<file path="config.mk">
export PLATFORM = sky130hd
export DESIGN_NAME = lss_ctrl
export DESIGN_NICKNAME = d
export VERILOG_FILES = /design/src/hdl/lifo_stack_with_search_macros.svh /design/src/hdl/lss_pkg.sv /design/src/hdl/lss_ctrl.sv
export SDC_FILE = /design/constraint.sdc
export NUM_CORES = 1
export LEC_CHECK = 0
export ABC_AREA = 0
export BUFFER_PORTS_ARGS = -buffer_cell sky130_fd_sc_hd__buf_2
export CAP_MARGIN = 20
export CORE_AREA = 2 2 39 41
export CTS_CLUSTER_DIAMETER = 50
export CTS_CLUSTER_SIZE = 25
export DETAILED_ROUTE_END_ITERATION = 7
export DIE_AREA = 0 0 41 43
export PLACE_DENSITY = 0.39
export SLEW_MARGIN = 20
export SYNTH_ARGS = -nofsm -noshare
export SYNTH_HDL_FRONTEND = slang
export SYNTH_SLANG_ARGS = --single-unit
</file>
<file path="constraint.sdc">
create_clock -name clk -period 0.9 [get_ports clk]
set_input_delay 0.09 -clock clk [delete_from_list [all_inputs] [get_ports clk]]
set_output_delay 0.09 -clock clk [all_outputs]
set_load 0.05 [all_outputs]
</file>
<file path="src/hdl/lifo_stack_with_search_macros.svh">
// ----------------------------------------------------------------------------
// lifo_stack_with_search_macros.svh
// Assertion helpers used by the stack top-level file.
// ----------------------------------------------------------------------------
`ifndef LIFO_STACK_WITH_SEARCH_MACROS_SVH
`define LIFO_STACK_WITH_SEARCH_MACROS_SVH

// Same-cycle implication, sampled on clk, off while reset is asserted
`define LSS_ASSERT_SAME(label, ante, cons, msg) \
    label: assert property (@(posedge clk) disable iff (!rst_n) (ante) |-> (cons)) \
        else $error(msg);

// Next-cycle implication, sampled on clk, off while reset is asserted
`define LSS_ASSERT_NEXT(label, ante, cons, msg) \
    label: assert property (@(posedge clk) disable iff (!rst_n) (ante) |=> (cons)) \
        else $error(msg);

`endif

</file>
<file path="src/hdl/lss_pkg.sv">
// ----------------------------------------------------------------------------
// lss_pkg
// Shared widths, codes and controller/datapath link types for the stack.
// ----------------------------------------------------------------------------
package lss_pkg;

    // Default number of entries
    localparam int LSS_DEPTH = 256;

    // Fixed field widths
    localparam int CMD_W  = 3;
    localparam int DATA_W = 32;
    localparam int STAT_W = 2;
    localparam int IDX_W  = 8;
    localparam int FILL_W = 9;
    localparam int CAP_W  = 9;

    // Capacity after reset
    localparam logic [CAP_W-1:0] CAP_RESET = 9'd256;

    // Command codes
    localparam logic [CMD_W-1:0] OP_PUSH   = 3'd0;
    localparam logic [CMD_W-1:0] OP_POP    = 3'd1;
    localparam logic [CMD_W-1:0] OP_PEEK   = 3'd2;
    localparam logic [CMD_W-1:0] OP_CLEAR  = 3'd3;
    localparam logic [CMD_W-1:0] OP_SEARCH = 3'd4;

    // Status codes
    localparam logic [STAT_W-1:0] STAT_OK       = 2'd0;
    localparam logic [STAT_W-1:0] STAT_FULL     = 2'd1;
    localparam logic [STAT_W-1:0] STAT_EMPTY    = 2'd2;
    localparam logic [STAT_W-1:0] STAT_NOTFOUND = 2'd3;

    // Controller states
    typedef enum logic [1:0] {
        S_IDLE,
        S_SEARCH,
        S_FINISH
    } lss_state_t;

    // Controller to datapath commands
    typedef struct packed {
        logic start;     // take the request and do its first access
        logic step;      // compare one entry of a search
        logic load_out;  // move the finished result into the output register
    } lss_cmd_t;

    // Datapath to controller status
    typedef struct packed {
        logic scan_start; // request is a search on a non-empty stack
        logic hit;        // entry under compare matches
        logic scan_last;  // entry under compare is the bottom one
    } lss_sts_t;

endpackage

</file>
<file path="src/hdl/lss_ctrl.sv">
// ----------------------------------------------------------------------------
// lss_ctrl
// Sequencer: takes a request, runs the search scan, hands off the result.
// ----------------------------------------------------------------------------
module lss_ctrl import lss_pkg::*;
(
    input  logic     clk,
    input  logic     rst_n,
    input  logic     in_valid,
    output logic     in_ready,
    output logic     out_valid,
    input  logic     out_ready,
    input  lss_sts_t sts,
    output lss_cmd_t cmd
);

    lss_state_t state_reg;
    lss_state_t state_next;
    logic       out_valid_reg;
    logic       out_valid_next;

    // Next state
    always_comb
    begin
        state_next = state_reg;
        case (state_reg)
            S_IDLE:
            begin
                if (in_valid)
                begin
                    state_next = sts.scan_start ? S_SEARCH : S_FINISH;
                end
            end
            S_SEARCH:
            begin
                if (sts.hit || sts.scan_last)
                begin
                    state_next = S_FINISH;
                end
            end
            S_FINISH:
            begin
                if (!out_valid_reg || out_ready)
                begin
                    state_next = S_IDLE;
                end
            end
            default:
            begin
                state_next = S_IDLE;
            end
        endcase
    end

    // Outputs
    always_comb
    begin
        in_ready     = 1'b0;
        cmd.start    = 1'b0;
        cmd.step     = 1'b0;
        cmd.load_out = 1'b0;
        case (state_reg)
            S_IDLE:
            begin
                in_ready  = 1'b1;
                cmd.start = in_valid;
            end
            S_SEARCH:
            begin
                cmd.step = 1'b1;
            end
            S_FINISH:
            begin
                cmd.load_out = !out_valid_reg || out_ready;
            end
            default:
            begin
                in_ready = 1'b0;
            end
        endcase
    end

    // Hold the result valid until taken; reload keeps it up
    always_comb
    begin
        out_valid_next = out_valid_reg;
        if (cmd.load_out)
        begin
            out_valid_next = 1'b1;
        end
        else if (out_ready)
        begin
            out_valid_next = 1'b0;
        end
    end

    assign out_valid = out_valid_reg;

    always_ff @(posedge clk or negedge rst_n)
    begin
        if (!rst_n)
        begin
            state_reg     <= S_IDLE;
            out_valid_reg <= 1'b0;
        end
        else
        begin
            state_reg     <= state_next;
            out_valid_reg <= out_valid_next;
        end
    end

endmodule

</file>
==> results of run 1 <==
-- power groups by stage --
| stage | logic (uW) | clock network, uW | registers [uW] |
|---|---|---|---|
| 2_1_floorplan | 239 | 0 | 270 |
| 6_report | 473 | 242 | 242 |
| 4_1_cts | 445 | 251 | 236 |
| 3_5_place_dp | 358 | 0 | 226 |
| 5_1_grt | 501 | 264 | 251 |
| 3_3_place_gp | 353 | 0 | 219 |
-- cell families (layout without fill, tap and decap cells) --
family / Yosys count / after routing / synth area share, %
simple gates: 8 / 8 / 33.1
flops: 3 / 3 / 42.3
compound gates: 4 / 4 / 14.1
buf+inv: 4 / 20 / 10.6
-- stage by stage --
stage / utilization [%] / std cells / instance area, um2
finish: 25.4 / 51 / 352
global route: 25.4 / 51 / 352
CTS: 24.8 / 51 / 343
detailed placement: 18.8 / 45 / 260
global placement: 18.8 / 45 / 260
floorplan: - / 19 / 193
-- layout by cell type, fill, tap and decap left out --
master,count
buf_2,6
clkbuf_1,1
a21oi_2,1
dlygate4sd3_1,1
o21ai_0,1
or2_2,1
nor2_2,1
buf_4,1
nand3b_1,1
or3b_1,1
nand2b_4,1
nor2b_2,1
inv_1,3
buf_6,5
nor3b_4,1
and4bb_1,1
clkbuf_4,3
dfrtp_2,3
a221o_1,1
a21oi_1,1
-- area by class of cell --
type | instances | area, um2
Timing Repair Buffer | 13 | 104
Fill cell | 151 | 1030
Multi-Input combinational cell | 12 | 111
Sequential cell | 3 | 78.8
Tap cell | 16 | 20.0
Inverter | 3 | 11.3
Clock buffer | 4 | 26.3
-- metal layers --
layer | share of wire (%) | track usage, % | up-vias
met3 | 13 | 6.81 | 0
met4 | 0 | 4.00 | 0
met1 | 37 | 8.06 | 92
met2 | 50 | 14.4 | 15
li1 | - | - | 95
met5 | 0 | 0 | -
-- cells in the mapped netlist --
cell,number
dfrtp_1,3
inv_1,3
a21oi_1,2
a221o_1,1
and4bb_1,1
buf_4,1
nand2b_1,1
nand3b_1,1
nor2_1,1
nor2b_1,1
nor3b_1,1
o21ai_0,1
or2_2,1
or3b_1,1
-- timing repair --
item                       CTS  global route
buffers inserted             1             0
gates cloned                 0             0
pin swaps                    1             0
hold endpoints to repair     3             0
setup endpoints to repair    7             7
hold buffers                 1             0
resized for setup           12             4
-- worst paths after layout --
check                                         start                        to  slack [ns]  cells past startpoint
max in group asynchronous                     rst_n     out_valid$_DFFE_PN0P_        0.60                      2
setup reg to reg           state_reg[1]$_DFFE_PN0P_  state_reg[1]$_DFFE_PN0P_       -0.18                      2
min in group asynchronous                     rst_n  state_reg[1]$_DFFE_PN0P_        0.18                      2
setup / recovery           state_reg[1]$_DFFE_PN0P_                    cmd[2]       -0.31                      2
hold reg to reg            state_reg[1]$_DFFE_PN0P_  state_reg[0]$_DFFE_PN0P_        0.56                      1
hold / removal                            out_ready     out_valid$_DFFE_PN0P_        0.11                      2
==> impl_metrics.json, run 1 <==
{
  "synth_top_area_share_pct": 42.3,
  "cts_root_buf": "clkbuf_4",
  "cts_max_level": 1,
  "maxCapViolCount": 0,
  "fmax_mhz": 826,
  "p_switching_uw": 424,
  "finalPower_uw": 956,
  "nets": 43,
  "status": "finished with violations",
  "fin_setup_tns_ns": -1.50,
  "gp_congestion": 0.545,
  "clockBufferDepth": 2,
  "drc_errors": 0,
  "crit_fanout": 6,
  "critPathLaunchType": "flip-flop",
  "num_vias": 202,
  "postSynthAreaPerCell_um2": 9.35,
  "routed_via_density": 3.96,
  "drv_slew": 0,
  "relSlewSlack_pct": 87.5,
  "antennaDiodeCount": 0,
  "period_needed_ns": 1.21,
  "yosysWarningCount": 0,
  "p_sw_share_pct": 44.4,
  "place_worst_setup_slack_ns": -0.221,
  "hold_viol": 0,
  "setup.worst_path.class": "flip-flop to output pin",
  "rsz0062_at_grt": "true",
  "worst_pin_slew_ns": 0.186,
  "largest_register_ffs": 2,
  "setup_viol": 7,
  "synth-seq-cells": 3,
  "p_comb_share_pct": 49.4,
  "grt.total_usage_pct": 9.05,
  "numClockSinks": 3,
  "internal_power_uw": 532,
  "failed_checks": "setup timing",
  "drt-total-wl_um": 585,
  "seq_power_share_pct": 25.3,
  "synth-seq-area-share_pct": 42.3,
  "cp.required_ns": 0.81,
  "io_pins": 12,
  "core_area_mm2": 0.00138,
  "ir_drop_uv": 762,
  "area.growth.synth_to_final_pct": 97.9,
  "yosysTopAreaCell": "dfrtp_1",
  "cts_inserted_buffers": 3,
  "die_h_um": 43,
  "crit_slowest_cell": "dfrtp_2",
  "ant_nets": 0,
  "crit_path_max_incr_delay_ns": 0.47,
  "clkTransAtPathRegs_ns": 0.04,
  "grt_pass1_vias": 238,
  "wl_per_cell_um": 11.5,
  "hold_path_class": "input pin to flip-flop",
  "dieArea_mm2": 0.00176,
  "cp_cell_sequence": "nor3b_4 -> buf_6",
  "drive_above_1_share_pct": 68.6,
  "fin_ws_ns": -0.310,
  "syn-num-nets": 26,
  "p_leak_uw": 0.000164,
  "gr-total-overflow": 0,
  "synthDistinctLibCells": 14,
  "grt_max_degree": 7,
  "pwr-share-clk_pct": 25.3,
  "initial_core_util_pct": 12.8,
  "fin_worst_skew_ns": 0.000737,
  "cts_tree": "yes",
  "antenna_found_initial": 0,
  "netlist_instances": 19,
  "io_buffer_count": 11,
  "syn-cell-area_um2": 178,
  "critical_path_buf_inv_count": 1,
  "dr.pass1.iters": 2,
  "drt_iter0_markers": 4,
  "rows": 14,
  "worstSetupEndpointType": "output pin",
  "die_x_um": 41,
  "clk-insertion-delay-late_ns": 0.23,
  "hold_ws_ns": 0.107,
  "synth_area_leaders": "dfrtp_1 (42%), and4bb_1 (7.0%), inv_1 (6.3%)",
  "pwr_density_cell_mw_per_mm2": 2720,
  "period_share_pct": 134,
  "worstPathArrival_ns": 1.12,
  "grt_pass1_wl_um": 979,
  "cpLargestDelayFamily": "flip-flops"
}
Power figures use the tool's default switching activity.
==> run 2, diff against run 1 <==
--- a/config.mk
+++ b/config.mk
@@ -13,7 +13,7 @@
 export CTS_CLUSTER_SIZE = 25
 export DETAILED_ROUTE_END_ITERATION = 7
 export DIE_AREA = 0 0 41 43
-export PLACE_DENSITY = 0.39
+export PLACE_DENSITY = 0.36
 export SLEW_MARGIN = 20
 export SYNTH_ARGS = -nofsm -noshare
 export SYNTH_HDL_FRONTEND = slang
==> run 2 against run 1 <==
Compared with the run above:
- the run still ends with setup timing left
- register-to-register slack gained 0.02 ns
- utilization shrank 0.72 points
- maximum frequency shrank 0.69%
- flip-flop and latch count is the same
- largest power group unchanged
==> impl_metrics.json, run 2 (same netlist as run 1, synthesis figures left out) <==
{
  "gp_congestion": 0.653,
  "gr-total-overflow": 0,
  "crit_start": "state_reg[1]$_DFFE_PN0P_",
  "core_area_mm2": 0.00138,
  "clk-insertion-delay-late_ns": 0.23,
  "grt_pass1_wl_um": 834,
  "maxCapViolCount": 0,
  "fin_setup_tns_ns": -1.34,
  "ir_drop_uv": 922,
  "area.growth.synth_to_final_pct": 92.3,
  "drv_slew": 0,
  "final_util_pct": 24.7,
  "fin_worst_skew_ns": 0.000218,
  "drc_errors": 0,
  "drive_above_1_share_pct": 64.7,
  "crit_slowest_cell": "dfrtp_2",
  "postCtsSetupBuffers": 0,
  "antenna_found_initial": 0,
  "dr.pass1.iters": 1,
  "wl_per_cell_um": 9.86,
  "seqCellArea_um2": 78.8,
  "grt.total_usage_pct": 7.74,
  "dpl.cell_count": 45,
  "setup.worst_path.class": "flip-flop to output pin",
  "cp.required_ns": 0.81,
  "critPathLaunchType": "flip-flop",
  "finalPower_uw": 930,
  "p_leak_uw": 0.000158,
  "drt-total-wl_um": 493,
  "cpLargestDelayFamily": "flip-flops",
  "period_needed_ns": 1.22,
  "initial_core_util_pct": 12.8,
  "numClockSinks": 3,
  "nets": 42,
  "instances_no_fill": 50,
  "pwr_density_cell_mw_per_mm2": 2720,
  "worst_pin_slew_ns": 0.186,
  "failed_checks": "setup timing",
  "drt_iter0_markers": 0,
  "rows": 14,
  "antennaDiodeCount": 0,
  "fmax_mhz": 821,
  "period_share_pct": 135,
  "num_vias": 185,
  "relSlewSlack_pct": 87.6,
  "fin_ws_ns": -0.319,
  "clkTransAtPathRegs_ns": 0.04,
  "routed_via_density": 3.70,
  "crit_path_max_incr_delay_ns": 0.46,
  "reg2reg_from": "state_reg[0]$_DFFE_PN0P_",
  "die_h_um": 43,
  "die_x_um": 41,
  "final_common_cell": "buf_2",
  "final_cell_mix": "buf_2 (6), buf_6 (5), inv_1 (3), clkbuf_4 (3), dfrtp_2 (3)",
  "worstSetupEndpointType": "output pin",
  "setup_viol": 7,
  "critical_path_buf_inv_count": 1,
  "worstPathArrival_ns": 1.13,
  "cts_max_level": 1,
  "cts_tree": "yes",
  "grt_pass1_vias": 205,
  "ant_nets": 0,
  "grt_max_degree": 8,
  "crit_fanout": 6,
  "fillers": 153,
  "hold_path_class": "input pin to flip-flop",
  "dieArea_mm2": 0.00176,
  "clockBufferDepth": 2,
  "status": "finished with violations",
  "cts_inserted_buffers": 3,
  "largest_register_ffs": 2,
  "io_buffer_count": 11,
  "rsz0062_at_grt": "true",
  "cts_root_buf": "clkbuf_4",
  "multi_input_area_um2": 109,
  "hold_viol": 0,
  "io_pins": 12,
  "cp_cell_sequence": "nor3b_4 -> buf_6",
  "hold_start": "out_ready"
}
[run 2: changes by cell type in the layout (fill, tap and decap cells not counted)]
| cell | change |
|---|---|
| buf_4 | -1 |
| nor2_1 | +1 |
| nor2_2 | -1 |
[run 2: report_power, final]
part           internal (uW)  leakage (uW)  switching, uW
clock network            166     0.0000150           69.5
registers                175     0.0000345           65.5
logic                    181      0.000108            273
[run 2: per-layer routing]
layer | GRT usage (%) | part of all wire, % | up-vias
li1 | - | - | 95
met4 | 2.00 | 0 | 0
met3 | 8.38 | 13 | 0
met1 | 7.74 | 44 | 78
met2 | 10.6 | 43 | 12
met5 | 0 | 0 | -
[run 2: final timing paths]
| check | end | slack [ns] | cells past startpoint |
|---|---|---|---|
| worst max-delay path | cmd[2] | -0.32 | 2 |
| worst min register to register | state_reg[0]$_DFFE_PN0P_ | 0.56 | 1 |
| min in group asynchronous | state_reg[1]$_DFFE_PN0P_ | 0.18 | 2 |
| worst min-delay path | out_valid$_DFFE_PN0P_ | 0.10 | 2 |
| max in group asynchronous | out_valid$_DFFE_PN0P_ | 0.60 | 2 |
| worst max register to register | state_reg[1]$_DFFE_PN0P_ | -0.16 | 2 |
[run 2: timing repair]
action,CTS,global route
hold buffers,1,0
setup endpoints to repair,7,7
gates resized for setup,12,3
endpoints found under the hold margin,3,0
pin swaps,1,1
[run 2: cell type report]
class                      instances  area share (%)
timing repair buffer              12            28.2
clock buffer                       4            7.69
sequential                         3            23.1
tap                               16            5.86
multi-input combinational         12            31.9
inverter                           3            3.30
[run 2: per-stage QoR]
| stage | worst slack [ns] | cell area, um2 | hold slack (ns) |
|---|---|---|---|
| 6_report | -0.319 | 342 | 0.102 |
| 5_1_grt | -0.367 | 342 | 0.104 |
| 4_1_cts | -0.317 | 335 | 0.0991 |
| 2_1_floorplan | -0.354 | 193 | -0.206 |
| 3_3_place_gp | -0.182 | 260 | -0.111 |
| 3_5_place_dp | -0.210 | 260 | -0.109 |
==> run 3, diff against run 2 <==
--- a/config.mk
+++ b/config.mk
@@ -8,12 +8,14 @@
 export ABC_AREA = 0
 export BUFFER_PORTS_ARGS = -buffer_cell sky130_fd_sc_hd__buf_2
 export CAP_MARGIN = 20
+export CELL_PAD_IN_SITES_DETAIL_PLACEMENT = 1
+export CELL_PAD_IN_SITES_GLOBAL_PLACEMENT = 2
 export CORE_AREA = 2 2 39 41
 export CTS_CLUSTER_DIAMETER = 50
 export CTS_CLUSTER_SIZE = 25
 export DETAILED_ROUTE_END_ITERATION = 7
 export DIE_AREA = 0 0 41 43
-export PLACE_DENSITY = 0.36
+export PLACE_DENSITY = 0.56
 export SLEW_MARGIN = 20
 export SYNTH_ARGS = -nofsm -noshare
 export SYNTH_HDL_FRONTEND = slang
==> constraint.sdc (replaced) <==
create_clock -name clk -period 1 [get_ports clk]
set_input_delay 0.1 -clock clk [delete_from_list [all_inputs] [get_ports clk]]
set_output_delay 0.1 -clock clk [all_outputs]
set_load 0.05 [all_outputs]
==> run 3 against run 2 <==
Compared with the run above:
- the flow still finishes with violations (setup timing)
- routed wire length rose by 8.5%
- first-iteration DRC count did not move
- cell count stayed put
- die area did not move
- clock skew increased by 0.0018 ns
- global-route usage grew 0.70 points
- non-clock buffer count did not move
- register-to-register slack improved by 0.09 ns
- power is 12% lower
- critical path depth increased by 1
- largest power group unchanged
==> impl_metrics.json, run 3 (same netlist as run 1, synthesis figures left out) <==
{
  "status": "finished with violations",
  "failed_checks": "setup timing",
  "fin_ws_ns": -0.219,
  "setup.worst_path.class": "flip-flop to output pin",
  "die_x_um": 41,
  "antenna_found_initial": 0,
  "cp.required_ns": 0.90,
  "clkTransAtPathRegs_ns": 0.04,
  "period_needed_ns": 1.22,
  "cts_root_buf": "clkbuf_4",
  "seqCellArea_um2": 78.8,
  "largest_register_ffs": 2,
  "worstPathArrival_ns": 1.12,
  "num_vias": 204,
  "drv_slew": 0,
  "worst_pin_slew_ns": 0.247,
  "dieArea_mm2": 0.00176,
  "initial_core_util_pct": 12.8,
  "postLayoutCellArea_um2": 335,
  "antennaDiodeCount": 0,
  "dr.pass1.iters": 1,
  "worstSetupEndpointType": "output pin",
  "fillers": 170,
  "die_h_um": 43,
  "fin_setup_tns_ns": -0.765,
  "routed_via_density": 4.08,
  "cts_inserted_buffers": 3,
  "grt_pass1_wl_um": 924,
  "area.growth.synth_to_final_pct": 88.7,
  "rows": 14,
  "gr-total-overflow": 0,
  "final_common_cell": "buf_2",
  "io_buffer_count": 11,
  "hold_start": "out_ready",
  "final_cell_mix": "buf_2 (7), buf_6 (4), inv_1 (3), clkbuf_4 (3), dfrtp_2 (3)",
  "core_area_mm2": 0.00138,
  "reg2reg_from": "state_reg[1]$_DFFE_PN0P_",
  "grt.total_usage_pct": 8.43,
  "critPathLaunchType": "flip-flop",
  "clockBufferDepth": 2,
  "grt_pass1_vias": 220,
  "fin_worst_skew_ns": 0.00201,
  "cts_tree": "yes",
  "drc_errors": 0,
  "wl_per_cell_um": 10.7,
  "dpl.cell_count": 45,
  "place_area_um2": 260,
  "grt_max_degree": 8,
  "crit_fanout": 7,
  "relSlewSlack_pct": 83.6,
  "instances_no_fill": 50,
  "finalPower_uw": 815,
  "p_leak_uw": 0.000156,
  "pwr_density_cell_mw_per_mm2": 2430,
  "rsz0062_at_grt": "true",
  "hold_path_class": "input pin to flip-flop",
  "drive_above_1_share_pct": 64.7,
  "hold_viol": 0,
  "multi_input_area_um2": 109,
  "clk-insertion-delay-late_ns": 0.23,
  "gp_congestion": 0.572,
  "drt-total-wl_um": 535,
  "drt_iter0_markers": 0,
  "crit_start": "state_reg[0]$_DFFE_PN0P_",
  "ir_drop_uv": 742,
  "nets": 42,
  "maxCapViolCount": 0,
  "ant_nets": 0,
  "io_pins": 12,
  "setup_viol": 5,
  "place_worst_setup_slack_ns": -0.119,
  "numClockSinks": 3,
  "period_share_pct": 122,
  "fmax_mhz": 820,
  "cts_max_level": 1
}
-- run 3: cell counts in the layout (fill, tap and decap cells not counted) --
No cell type changed its count.
-- run 3: per-stage QoR --
stage               utilization (%)  hold WS [ns]
floorplan                         -        -0.196
global placement               18.8       -0.0993
detailed placement             18.8       -0.0976
CTS                            24.2         0.117
global route                   24.2         0.126
finish                         24.2         0.109
-- run 3: repair_timing --
action | 4_1_cts | 5_1_grt
hold buffers | 1 | 0
setup buffers | 0 | 0
gates resized for setup | 12 | 0
pin swaps | 1 | 0
endpoints found under the setup margin | 6 | 7
cloned | 0 | 0
hold endpoints to repair | 3 | 0
-- run 3: critical path: stages (launching register included) --
cell      delay, ns
dfrtp_2        0.44
nand2b_4       0.16
a21oi_2        0.12
buf_6          0.17
-- run 3: metal layers --
layer	vias up	wire length, um	GRT usage (%)
met3	0	65	7.85
met1	94	217	9.32
met2	14	252	11.6
met5	-	0	0
met4	0	0	2.00
li1	96	-	-
-- run 3: path summary, 6_finish.rpt --
path / slack [ns] / depth (start not counted) / endpoint
max: -0.22 / 3 / cmd[0]
min: 0.11 / 2 / out_valid$_DFFE_PN0P_
max reg2reg: -0.07 / 2 / state_reg[1]$_DFFE_PN0P_
min reg2reg: 0.55 / 1 / state_reg[0]$_DFFE_PN0P_
max in group asynchronous: 0.68 / 2 / out_valid$_DFFE_PN0P_
min in group asynchronous: 0.20 / 2 / state_reg[1]$_DFFE_PN0P_
-- run 3: power by group --
part / switching, uW / internal (uW) / total [uW]
clock network: 62.1 / 150 / 212
registers: 54.7 / 158 / 212
logic: 246 / 145 / 391
-- run 3: area by class of cell --
type | count | share of cell area (%)
repair buffers | 12 | 26.9
clock buffers | 4 | 7.84
well taps | 16 | 5.97
multi-input cells | 12 | 32.5
flip-flops and latches | 3 | 23.5
inverters | 3 | 3.36
